**src/hdl/ddpg_pkg.sv**
```systemverilog
// Shared types and constants for the default-deny packet gate.
// No dependencies.
package ddpg_pkg;

  typedef enum logic [1:0] {
    REQ_BYTE  = 2'd0,
    REQ_PROT  = 2'd1,
    REQ_ALLOW = 2'd2,
    REQ_TICK  = 2'd3
  } req_e;

  typedef enum logic [2:0] {
    RSN_SHORT   = 3'd0,
    RSN_CARVE   = 3'd1,
    RSN_UNPROT  = 3'd2,
    RSN_ICMP    = 3'd3,
    RSN_ALLOWED = 3'd4,
    RSN_NOPORTS = 3'd5,
    RSN_NOENTRY = 3'd6,
    RSN_EXPIRED = 3'd7
  } rsn_e;

  typedef enum logic [2:0] {
    ST_CLEAR,
    ST_IDLE,
    ST_EVAL,
    ST_PRD,
    ST_PCHK,
    ST_ARD,
    ST_ACHK
  } state_e;

  localparam logic [2:0] CFG_SPA    = 3'd0;
  localparam logic [2:0] CFG_TUNNEL = 3'd1;
  localparam logic [2:0] CFG_SHELL  = 3'd2;
  localparam logic [2:0] CFG_ICMP   = 3'd3;
  localparam logic [2:0] CFG_TICK   = 3'd4;

  localparam logic [2:0] WI_CTRL  = 3'd4;
  localparam logic [2:0] WI_EXPLO = 3'd5;
  localparam logic [2:0] WI_EXPHI = 3'd6;

  localparam logic [15:0] ETH_IPV4 = 16'h0800;
  localparam logic [15:0] ETH_IPV6 = 16'h86DD;
  localparam logic [7:0]  PR_ICMP  = 8'd1;
  localparam logic [7:0]  PR_TCP   = 8'd6;
  localparam logic [7:0]  PR_UDP   = 8'd17;
  localparam logic [7:0]  PR_ICMP6 = 8'd58;

  typedef struct packed {
    logic [1:0]  req_type;
    logic [7:0]  pkt_byte;
    logic        pkt_last;
    logic [11:0] entry_index;
    logic [2:0]  word_index;
    logic [31:0] word_value;
  } in_item_t;

  typedef struct packed {
    logic       drop;
    logic [2:0] reason;
  } out_item_t;

  typedef struct packed {
    logic capture;
    logic pwrite;
    logic awrite;
    logic tick;
    logic clr_hdr;
    logic clear;
  } cmd_t;

  typedef struct packed {
    logic       early;
    logic [2:0] early_rsn;
    logic       ports;
    logic       icmp_ok;
    logic       p_hit;
    logic       a_hit;
    logic       a_expired;
  } status_t;

endpackage

```
**src/hdl/ddpg_ctrl.sv**
```systemverilog
// Sequencer for the packet gate: clearing sweep, item dispatch, table scans, verdict register.
// Depends on ddpg_pkg.
module ddpg_ctrl #(
  parameter int PN = 256,
  parameter int AN = 4096,
  parameter int CW = 13
) (
  input  logic                clk,
  input  logic                rst_n,
  input  logic                start,
  input  logic [1:0]          req_type,
  input  logic                pkt_last,
  input  ddpg_pkg::status_t   st,
  output ddpg_pkg::cmd_t      cmd,
  output logic [CW-1:0]       idx,
  output logic                busy,
  output logic                out_strobe,
  output ddpg_pkg::out_item_t out_item
);
  import ddpg_pkg::*;

  localparam int MAXN = (PN > AN) ? PN : AN;

  state_e     state_r, state_nxt;
  logic [CW-1:0] idx_r, idx_nxt;
  logic       ov_r, ov_nxt;
  logic [2:0] rsn_r, rsn_nxt;
  logic       acc;

  assign busy = (state_r != ST_IDLE);
  assign acc  = start && !busy;
  assign idx  = idx_r;
  assign out_strobe = ov_r;
  assign out_item.reason = rsn_r;
  assign out_item.drop = (rsn_r == RSN_NOPORTS) || (rsn_r == RSN_NOENTRY) ||
                         (rsn_r == RSN_EXPIRED);

  always_ff @(posedge clk) begin
    if (!rst_n) begin
      state_r <= ST_CLEAR;
      idx_r   <= '0;
      ov_r    <= 1'b0;
      rsn_r   <= RSN_SHORT;
    end else begin
      state_r <= state_nxt;
      idx_r   <= idx_nxt;
      ov_r    <= ov_nxt;
      rsn_r   <= rsn_nxt;
    end
  end

  always_comb begin
    state_nxt = state_r;
    idx_nxt   = idx_r;
    ov_nxt    = 1'b0;
    rsn_nxt   = rsn_r;
    cmd       = '0;
    case (state_r)
      ST_CLEAR: begin
        cmd.clear = 1'b1;
        if (32'(idx_r) == MAXN - 1) begin
          idx_nxt   = '0;
          state_nxt = ST_IDLE;
        end else begin
          idx_nxt = idx_r + 1'b1;
        end
      end
      ST_IDLE: begin
        if (acc) begin
          case (req_type)
            REQ_BYTE: begin
              cmd.capture = 1'b1;
              if (pkt_last) state_nxt = ST_EVAL;
            end
            REQ_PROT:  cmd.pwrite = 1'b1;
            REQ_ALLOW: cmd.awrite = 1'b1;
            REQ_TICK:  cmd.tick = 1'b1;
            default: ;
          endcase
        end
      end
      ST_EVAL: begin
        idx_nxt = '0;
        if (st.early) begin
          rsn_nxt = st.early_rsn;
          ov_nxt = 1'b1;
          cmd.clr_hdr = 1'b1;
          state_nxt = ST_IDLE;
        end else begin
          state_nxt = ST_PRD;
        end
      end
      ST_PRD: state_nxt = ST_PCHK;
      ST_PCHK: begin
        if (st.p_hit) begin
          idx_nxt = '0;
          if (st.ports) begin
            state_nxt = ST_ARD;
          end else begin
            rsn_nxt = st.icmp_ok ? RSN_ICMP : RSN_NOPORTS;
            ov_nxt = 1'b1;
            cmd.clr_hdr = 1'b1;
            state_nxt = ST_IDLE;
          end
        end else if (32'(idx_r) == PN - 1) begin
          idx_nxt = '0;
          rsn_nxt = RSN_UNPROT;
          ov_nxt = 1'b1;
          cmd.clr_hdr = 1'b1;
          state_nxt = ST_IDLE;
        end else begin
          idx_nxt = idx_r + 1'b1;
          state_nxt = ST_PRD;
        end
      end
      ST_ARD: state_nxt = ST_ACHK;
      ST_ACHK: begin
        if (st.a_hit || 32'(idx_r) == AN - 1) begin
          idx_nxt = '0;
          rsn_nxt = !st.a_hit ? RSN_NOENTRY : (st.a_expired ? RSN_EXPIRED : RSN_ALLOWED);
          ov_nxt = 1'b1;
          cmd.clr_hdr = 1'b1;
          state_nxt = ST_IDLE;
        end else begin
          idx_nxt = idx_r + 1'b1;
          state_nxt = ST_ARD;
        end
      end
      default: state_nxt = ST_IDLE;
    endcase
  end

endmodule

```
**config.mk**
```make
export PLATFORM = sky130hd
export DESIGN_NAME = ddpg_ctrl
export DESIGN_NICKNAME = d
export VERILOG_FILES = /design/src/hdl/ddpg_pkg.sv /design/src/hdl/ddpg_ctrl.sv
export SDC_FILE = /design/constraint.sdc
export NUM_CORES = 1
export LEC_CHECK = 0
export ABC_AREA = 1
export BUFFER_PORTS_ARGS = -buffer_cell sky130_fd_sc_hd__buf_2
export CORE_MARGIN = 10
export CORE_UTILIZATION = 46
export DETAILED_ROUTE_END_ITERATION = 16
export GPL_TIMING_DRIVEN = 0
export MAX_ROUTING_LAYER = met4
export PLACE_DENSITY = 0.81
export SYNTH_ARGS = -nofsm -noshare
export SYNTH_HDL_FRONTEND = slang
export SYNTH_SLANG_ARGS = --single-unit
```
**constraint.sdc**
```tcl
create_clock -name clk -period 1.8 [get_ports clk]
set_clock_uncertainty 0.05 [all_clocks]
set_input_delay 0.45 -clock clk [delete_from_list [all_inputs] [get_ports clk]]
set_output_delay 0.45 -clock clk [all_outputs]
set_load 0.01 [all_outputs]
```
==> results of run 1 <==
-- sequential cells by signal, indices dropped and copies added (netlist names) --
name and flops:
state_r 3, idx 13, rsn_r 3, out_strobe 1
-- through the flow --
stage                     worst slack, ns  instance area, um^2  power [mW]  std cells  setup TNS (ns)
after detailed placement           -0.195                 1570       0.689        258          -0.195
after global placement             -0.195                 1570       0.687        258          -0.195
after floorplan                 0.0000842                 1330       0.619        188               0
final                              -0.236                 1880        1.13        282          -0.578
after global routing               -0.317                 1880        1.18        282           -1.47
after CTS                          -0.298                 1780        1.12        274          -0.731
-- logic make-up (layout without fill, tap and decap cells) --
family                   after synthesis  count (layout)  synth area share (%)
flip-flops                            20              20                  30.7
adder cells (fa/ha/maj)                1               1                 0.958
XOR/XNOR                               9               9                  6.03
AND/OR/NAND/NOR                       98              98                  39.7
buffers and inverters                 33              96                  11.2
AO/OA/AOI/OAI                         27              27                  11.5
-- power by group through the flow --
| stage | registers [mW] | logic [mW] | clock network (mW) |
|---|---|---|---|
| global placement | 0.498 | 0.190 | 0 |
| detailed placement | 0.498 | 0.191 | 0 |
| CTS | 0.484 | 0.259 | 0.380 |
| global route | 0.481 | 0.306 | 0.389 |
| floorplan | 0.503 | 0.116 | 0 |
| finish | 0.478 | 0.282 | 0.372 |
-- metal layers --
layer  vias up  share of wire [%]  track usage [%]
met4         0                1.6             5.38
li1        746                  -                -
met1       639                 44             14.7
met3         5                3.9             1.35
met5         -                  0                -
met2        33                 50             21.5
-- path summary, 6_finish.rpt --
path	from	to	slack, ns	depth (start not counted)
min	rst_n	out_strobe	0.34	3
max	idx[0]	cmd[1]	-0.24	8
min reg2reg	idx[5]	idx[5]	0.45	2
max reg2reg	idx[0]	idx[4]	0.03	11
-- worst max-delay path: cells and delay by family, from the launching register on --
family	cells	cell delay, ns
buffers and inverters	1	0.10
adders and majority gates	1	0.14
DFF	1	0.38
and+or+nand+nor	6	0.60
-- layout by cell type, fill, tap and decap left out, drive strengths merged, types with 7 or more instances in the layout --
cell,netlist,routed
a21oi,16,16
buf,4,63
dfxtp,20,20
inv,26,26
nand2,43,43
nand3,14,14
nand4,14,14
nor2,20,20
xor2,7,7
-- final cells by class --
| type | instances | area, um^2 | share of cell area (%) |
|---|---|---|---|
| Buffer | 6 | 45.0 | 2.40 |
| Clock buffer | 3 | 22.5 | 1.20 |
| Clock inverter | 1 | 30.0 | 1.60 |
| Inverter | 26 | 97.6 | 5.19 |
| Multi-Input combinational cell | 135 | 837 | 44.5 |
| Sequential cell | 20 | 432 | 23.0 |
| Tap cell | 31 | 38.8 | 2.06 |
| Timing Repair Buffer | 60 | 377 | 20.0 |
-- timing repair --
| item | in CTS | in global routing |
|---|---|---|
| setup buffers | 13 | 7 |
| cloned | 0 | 1 |
| pin swaps | 8 | 5 |
| endpoints found under the setup margin | 5 | 18 |
| gates resized for setup | 21 | 15 |
==> flow_summary_export.csv, run 1 <==
group,metric,value,unit
setup_path,slowest_delay,0.38,ns
logic_synthesis,synth_area_leader_cell,"dfxtp_1",
pwr,p_leak,0.871,nW
pwr,power.switching,0.311,mW
pwr,combPwrFrac,24.9,%
floorplan,die_w,73.3,um
route,drtIter0Drc,122,
floorplan,dieArea,5370,um^2
logic_synthesis,ys_seq_elements,20,
final_layout,syn_to_final_growth,43.9,%
logic_synthesis,syn_inst,188,
route,ant_nets,0,
final_layout,fillers,216,
clocking,clockBufferDepth,2,
status,status,"finished, violations left",
worst_hold_path,min_path_type,"in -> reg",
sta,hold_violations,0,
logic_synthesis,yosys_warnings,0,
pwr,p_int,0.821,mW
status,violations,"setup timing",
sta,slew_headroom,66.8,%
logic_synthesis,synth-edff-count,0,
setup_path,path_cells,"ha_4, nand3_4, nor2_4, nand2_2, nand3_4, nand3_4, nor2_8, buf_6",
route,routed_wl,3720,um
floorplan,floorplan.initialDensity,47.8,%
grt,grt_overflow,0,
logic_synthesis,synth_most_common_cell,"nand2_1",
logic_synthesis,syn_avg_cell_area,6.95,um^2
route,route.detailed.vias_per_inst,5.05,
route,wl_per_cell,13.2,um
logic_synthesis,synthFlopType,"dfxtp_1",
route,drcViolationCount,0,
sta,tightest_slew,0.498,ns
sta,holdWs,0.343,ns
setup_path,crit_arrival,1.54,ns
clocking,cts_tree,"built",
clocking,h-tree-depth,1,
clocking,cts_buffers,3,
logic_synthesis,synth_fp_nets,204,
final_layout,diodes,0,
logic_synthesis,ys_top_cells_by_area,"dfxtp_1 (31%), nand2_1 (12%), inv_1 (6.9%), nand4_1 (6.7%), a21oi_1 (6.1%)",
pwr,power_frac_seq,42.3,%
setup_path,cp.required,1.30,ns
sta,setup_violations,6,
pwr,power_frac_clock,32.8,%
setup_path,crit_path_frequent_cell,"nand3_4",
setup_path,crit_type,"reg -> out",
sta,max_freq,491,MHz
sta,period_minus_slack,2.04,ns
logic_synthesis,seq_area_frac_synth,30.7,%
pwr,switching_share,27.5,%
final_layout,finish.utilization,68.7,%
sta,setup_ws,-0.236,ns
clocking,holdBufCountCts,0,
logic_synthesis,synth.cell_area,1310,um^2
clocking,clkSlewWorstSetupHoldPaths,0.12,ns
sta,finalCritPeriodShare,113,%
setup_path,endpoint_kind,"output pin",
floorplan,core,2730,um^2
floorplan,ios,40,
placed_design,port_buffers,39,
route,vias,1423,
placed_design,place.gp.congestion,0.862,
sta,slew_viol_final,0,
logic_synthesis,synth_top_area_share,30.7,%
logic_synthesis,synth_cell_types,28,
clocking,clk_latency,0.31,ns
pwr,peakVddDrop,0.621,mV
logic_synthesis,synthArstFlopShare,0,%
placed_design,dp.final_hpwl,2460,um
grt,grt_max_degree,13,
clocking,cts.sinks,20,
final_layout,final_nets,268,
grt,grt_usage,12.6,%
clocking,ctsRootBufferMaster,"clkbuf_4",
grt,grt_pass1_wl,5440,um
setup_path,path_max_fanout,3,
run,maxCapViolCount,0,
logic_synthesis,synth_common_cells,"nand2_1 (42), inv_1 (24), dfxtp_1 (20), a21oi_1 (16), nor2_1 (15)",
sta,rsz0062_at_grt,"true",
pwr,powerDensity,602,nW/um^2
floorplan,num_rows,19,
setup_path,slowest_stage,"dfxtp_4",
route,firstDrtPassIters,6,
final_layout,drive_gt1_share,43.0,%
setup_path,start_kind,"flop",
grt,grt_pass1_vias,1293,
grt,antenna_found_initial,0,
floorplan,die_height,73.3,um
No activity file was read; power rests on OpenSTA's default activity.
==> run 2, diff against run 1 <==
--- a/config.mk
+++ b/config.mk
@@ -8,11 +8,11 @@
 export ABC_AREA = 1
 export BUFFER_PORTS_ARGS = -buffer_cell sky130_fd_sc_hd__buf_2
 export CORE_MARGIN = 10
-export CORE_UTILIZATION = 46
+export CORE_UTILIZATION = 50
 export DETAILED_ROUTE_END_ITERATION = 16
 export GPL_TIMING_DRIVEN = 0
 export MAX_ROUTING_LAYER = met4
-export PLACE_DENSITY = 0.81
+export PLACE_DENSITY = 0.83
 export SYNTH_ARGS = -nofsm -noshare
 export SYNTH_HDL_FRONTEND = slang
 export SYNTH_SLANG_ARGS = --single-unit
==> constraint.sdc (replaced) <==
create_clock -name clk -period 1.9 [get_ports clk]
set_clock_uncertainty 0.05 [all_clocks]
set_input_delay 0.475 -clock clk [delete_from_list [all_inputs] [get_ports clk]]
set_output_delay 0.475 -clock clk [all_outputs]
set_load 0.01 [all_outputs]
==> run 2 against run 1 <==
The flow still finishes with violations (setup timing); die area down 5.9%; worst hold slack gained 0.0081 ns; clock power fell by 3%; sequential power decreased by 4.8%; via count rose by 4.9%; setup slack better by 0.0062 ns; final cell count down 1.1%; total power decreased by 4.7%; clock-buffer cell count unchanged; largest cell class unchanged; highest routed layer unchanged.
==> flow_summary_export.csv, run 2 (same netlist as run 1, synthesis figures left out) <==
group,metric,value,unit
grt,grt_max_degree,13,
clocking,h-tree-depth,1,
final_layout,largest_reg_flops,13,
setup_path,slowest_stage,"dfxtp_2",
grt,grt_usage,14.1,%
route,drcViolationCount,0,
clocking,clk_latency,0.32,ns
clocking,clockBufferDepth,2,
floorplan,ios,40,
setup_path,path_buf_inv,1,
placed_design,port_buffers,39,
floorplan,core,2480,um^2
sta,max_freq,470,MHz
sta,tightest_slew,0.542,ns
grt,grt_pass1_vias,1435,
clocking,cts.sinks,20,
floorplan,die_w,71.1,um
worst_hold_path,min_path_type,"in -> reg",
grt,antenna_found_initial,0,
sta,slew_viol_final,0,
setup_path,crit_type,"reg -> out",
setup_path,slowest_delay,0.38,ns
run,maxCapViolCount,0,
route,wl_per_cell,14.2,um
placed_design,placed_cell_area,1540,um^2
setup_path,endpoint_kind,"output pin",
final_layout,diodes,0,
clocking,ctsRootBufferMaster,"clkbuf_4",
pwr,powerDensity,577,nW/um^2
floorplan,num_rows,18,
floorplan,die_height,71.1,um
setup_path,crit_family,"simple AND/OR/NAND/NOR gates",
final_layout,syn_to_final_growth,43.1,%
sta,setup_violations,10,
setup_path,path_cells,"ha_4, nand3_4, nor2_4, nand2_2, nand3_4, nand3_4, nor2_8, buf_6",
final_layout,fillers,187,
sta,finalCritPeriodShare,112,%
sta,hold_violations,0,
sta,setup_ws,-0.230,ns
clocking,cts_buffers,3,
placed_design,dp.final_hpwl,2570,um
pwr,p_leak,0.863,nW
clocking,clkSlewWorstSetupHoldPaths,0.12,ns
setup_path,start_kind,"flop",
status,status,"finished, violations left",
pwr,peakVddDrop,0.621,mV
final_layout,final_nets,266,
setup_path,cp.required,1.37,ns
sta,rsz0062_at_grt,"true",
floorplan,dieArea,5060,um^2
placed_design,place.gp.congestion,0.869,
final_layout,mostFrequentLayoutCells,"nand2_1 (37), buf_2 (37), inv_1 (22), buf_4 (16), a21oi_1 (15)",
route,drtIter0Drc,121,
setup_path,crit_arrival,1.60,ns
grt,grt_overflow,0,
grt,grt_pass1_wl,5970,um
final_layout,drive_gt1_share,43.0,%
pwr,p_total,1.08,mW
route,vias,1493,
route,ant_nets,0,
setup_path,crit_path_frequent_cell,"nand3_4",
clocking,cts_tree,"built",
route,routed_wl,3980,um
status,violations,"setup timing",
floorplan,floorplan.initialDensity,52.7,%
sta,holdWs,0.351,ns
final_layout,fin_area,1870,um^2
setup_path,path_max_fanout,3,
route,firstDrtPassIters,4,
sta,period_minus_slack,2.13,ns
sta,slew_headroom,63.9,%
route,route.detailed.vias_per_inst,5.35,
-- run 2: cell count changes in the layout (fill, tap and decap cells not counted), sizes merged --
cell | before | now
buf | 63 | 61
-- run 2: repair_timing --
item	in CTS	in global routing
setup buffers	12	6
setup endpoints to repair	5	16
pin swaps	6	9
hold buffers	0	0
gates cloned	0	1
resized for setup	19	24
-- run 2: cell type report --
cell class / count / area, um^2 / area share (%)
Buffer: 6 / 48.8 / 2.61
Multi-Input combinational cell: 135 / 847 / 45.3
Clock inverter: 1 / 30.0 / 1.61
Timing Repair Buffer: 58 / 362 / 19.3
Sequential cell: 20 / 424 / 22.7
Tap cell: 30 / 37.5 / 2.01
Inverter: 26 / 97.6 / 5.22
Clock buffer: 3 / 22.5 / 1.20
-- run 2: stage by stage --
stage | TNS [ns] | util (%) | instances | worst slack [ns]
2_1_floorplan | 0 | - | 188 | 0.0174
3_3_place_gp | -0.161 | 62.3 | 257 | -0.161
3_5_place_dp | -0.176 | 62.3 | 257 | -0.176
4_1_cts | -0.270 | 70.0 | 272 | -0.230
5_1_grt | -1.32 | 75.5 | 279 | -0.311
6_report | -0.381 | 75.5 | 279 | -0.230
-- run 2: path summary, 6_finish.rpt --
path,startpoint,to,slack (ns),cells after the start
min,rst_n,out_strobe,0.35,3
min reg2reg,idx[10],idx[10],0.46,2
max,idx[1],cmd[1],-0.23,8
max reg2reg,idx[1],idx[4],-0.01,11
-- run 2: report_power, final --
part	total (mW)	internal, mW	leakage, nW	switching, mW
Clock	0.360	0.214	0.0279	0.146
Combinational	0.264	0.123	0.667	0.141
Sequential	0.455	0.435	0.169	0.0200
-- run 2: routing by layer --
metal,share of wire (%),vias to the layer above,track usage [%]
met5,0,-,-
met2,50,61,22.9
met3,5.8,11,2.93
li1,-,742,-
met4,2.5,0,7.96
met1,42,679,15.7
-- run 2: worst reg2reg max path: cells and delay by family, from the launching register on --
family,cells,cell delay (ns)
adders and majority gates,1,0.16
AOI/OAI and AO/OA,1,0.07
DFF,1,0.38
buffers and inverters,4,0.55
and+or+nand+nor,5,0.59
==> run 3, diff against run 2 <==
--- a/config.mk
+++ b/config.mk
@@ -7,12 +7,15 @@
 export LEC_CHECK = 0
 export ABC_AREA = 1
 export BUFFER_PORTS_ARGS = -buffer_cell sky130_fd_sc_hd__buf_2
+export CELL_PAD_IN_SITES_DETAIL_PLACEMENT = 0
+export CELL_PAD_IN_SITES_GLOBAL_PLACEMENT = 2
 export CORE_MARGIN = 10
-export CORE_UTILIZATION = 50
+export CORE_UTILIZATION = 27
+export CTS_CLUSTER_DIAMETER = 50
 export DETAILED_ROUTE_END_ITERATION = 16
 export GPL_TIMING_DRIVEN = 0
 export MAX_ROUTING_LAYER = met4
-export PLACE_DENSITY = 0.83
+export PLACE_DENSITY = 0.84
 export SYNTH_ARGS = -nofsm -noshare
 export SYNTH_HDL_FRONTEND = slang
 export SYNTH_SLANG_ARGS = --single-unit
==> run 3 against run 2 <==
The flow still finishes with violations (setup timing); final cell count is 9.3% higher; register-to-register slack better by 0.03 ns; worst hold slack better by 0.075 ns; critical path depth did not move; fmax increased by 4.5%; clock-buffer cell count is 1 higher; combinational power is 3% lower; sequential power about the same; sequential cell count unchanged; routed wire length increased by 0.63%; critical endpoint unchanged; largest power group unchanged; highest routed layer unchanged.
==> flow_summary_export.csv, run 3 (same netlist as run 1, synthesis figures left out) <==
group,metric,value,unit
floorplan,num_rows,25,
clocking,cts.sinks,20,
route,drcViolationCount,0,
sta,finalCritPeriodShare,107,%
run,maxCapViolCount,0,
final_layout,drive_gt1_share,42.2,%
placed_design,place.gp.congestion,0.831,
pwr,peakVddDrop,0.261,mV
placed_design,dp.final_hpwl,2880,um
floorplan,die_w,89.6,um
grt,grt_pass1_vias,1357,
route,firstDrtPassIters,4,
grt,grt_max_degree,12,
final_layout,final_nets,268,
grt,grt_overflow,0,
setup_path,crit_arrival,1.51,ns
route,ant_nets,0,
clocking,h-tree-depth,1,
floorplan,dieArea,8020,um^2
final_layout,final_common_cell,"buf_2",
sta,setup_ws,-0.137,ns
final_layout,mostFrequentLayoutCells,"buf_2 (38), nand2_1 (37), inv_1 (24), buf_4 (19), a21oi_1 (16)",
sta,tightest_slew,0.544,ns
final_layout,fillers,510,
clocking,cts_tree,"built",
sta,setup_violations,2,
setup_path,cp.required,1.37,ns
pwr,powerDensity,549,nW/um^2
final_layout,largest_reg_flops,13,
grt,grt_pass1_wl,6220,um
clocking,clkSlewWorstSetupHoldPaths,0.08,ns
sta,hold_violations,0,
sta,rsz0062_at_grt,"true",
setup_path,r2r-start,"idx[1]",
floorplan,ios,40,
status,violations,"setup timing",
worst_hold_path,min_path_type,"in -> reg",
clocking,clockBufferDepth,2,
route,route.detailed.vias_per_inst,4.71,
floorplan,floorplan.initialDensity,27.8,%
final_layout,layoutNonFillerInstCount,305,
route,wl_per_cell,13.1,um
placed_design,placed_cells,281,
placed_design,port_buffers,39,
sta,slew_headroom,63.7,%
clocking,holdBufCountCts,0,
sta,period_minus_slack,2.04,ns
floorplan,die_height,89.6,um
placed_design,pre_cts_ws,-0.222,ns
setup_path,path_max_fanout,3,
pwr,p_leak,0.867,nW
worst_hold_path,hp-start,"rst_n",
route,vias,1436,
clocking,ctsRootBufferMaster,"clkbuf_8",
setup_path,critPathLaunch,"idx[1]",
route,routed_wl,4000,um
grt,antenna_found_initial,0,
sta,max_freq,491,MHz
final_layout,diodes,0,
setup_path,endpoint_kind,"output pin",
final_layout,syn_to_final_growth,45.8,%
grt,grt_usage,9.94,%
floorplan,core,4690,um^2
clocking,cts_buffers,3,
setup_path,crit_type,"reg -> out",
setup_path,start_kind,"flop",
route,drtIter0Drc,61,
status,status,"finished, violations left",
sta,slew_viol_final,0,
clocking,clk_latency,0.26,ns
[run 3: cell types whose count changed in the layout (fill, tap and decap cells not counted), sizes merged]
cell and delta:
clkbuf +1, bufinv -1, buf +2
[run 3: power breakdown]
part	switching, mW	internal [mW]	leakage [nW]
clock	0.153	0.185	0.0288
combinational	0.136	0.119	0.668
sequential	0.0176	0.435	0.170
[run 3: area by class of cell]
| cell class | instances | area, um^2 | share of cell area [%] |
|---|---|---|---|
| inverter | 26 | 97.6 | 5.12 |
| sequential | 20 | 432 | 22.7 |
| multi-input combinational | 135 | 837 | 44.0 |
| timing repair buffer | 60 | 367 | 19.3 |
| clock buffer | 4 | 55.1 | 2.89 |
| tap | 54 | 67.6 | 3.55 |
| buffer | 6 | 48.8 | 2.56 |
[run 3: final timing paths]
kind | end | slack [ns] | depth (start not counted)
hold / removal | out_strobe | 0.43 | 3
hold reg to reg | idx[10] | 0.44 | 2
setup reg to reg | idx[9] | 0.02 | 11
setup / recovery | cmd[1] | -0.14 | 8
[run 3: critical path, cell delays in order (launching register included)]
cell,delay [ns]
dfxtp_4,0.36
ha_4,0.14
nand3_4,0.09
nor2_4,0.16
nand2_2,0.10
nand3_4,0.09
nand3_4,0.09
nor2_8,0.11
buf_6,0.11
[run 3: metal layers]
metal  up-vias  global-route usage (%)  part of all wire [%]
met5         -                       -                     0
met4         0                    2.60                  0.53
met3         5                    1.64                   3.4
met2        26                    16.4                    49
met1       656                    12.3                    47
li1        749                       -                     -
[run 3: timing repair]
| action | 4_1_cts | 5_1_grt |
|---|---|---|
| pin swaps | 5 | 10 |
| endpoints found under the setup margin | 5 | 11 |
| gates resized for setup | 22 | 18 |
| cloned | 0 | 1 |
| setup buffers | 8 | 12 |
[run 3: metrics by stage]
| stage | hold WS [ns] | total power [mW] | utilization [%] | instance area, um^2 | TNS (ns) |
|---|---|---|---|---|---|
| after floorplan | 0.434 | 0.577 | - | 1310 | 0 |
| after global placement | 0.426 | 0.650 | 33.5 | 1570 | -0.221 |
| after detailed placement | 0.427 | 0.649 | 33.5 | 1570 | -0.222 |
| after CTS | 0.425 | 1.02 | 37.1 | 1740 | -0.180 |
| after global routing | 0.433 | 1.11 | 40.6 | 1900 | -1.31 |
| final | 0.426 | 1.05 | 40.6 | 1900 | -0.145 |
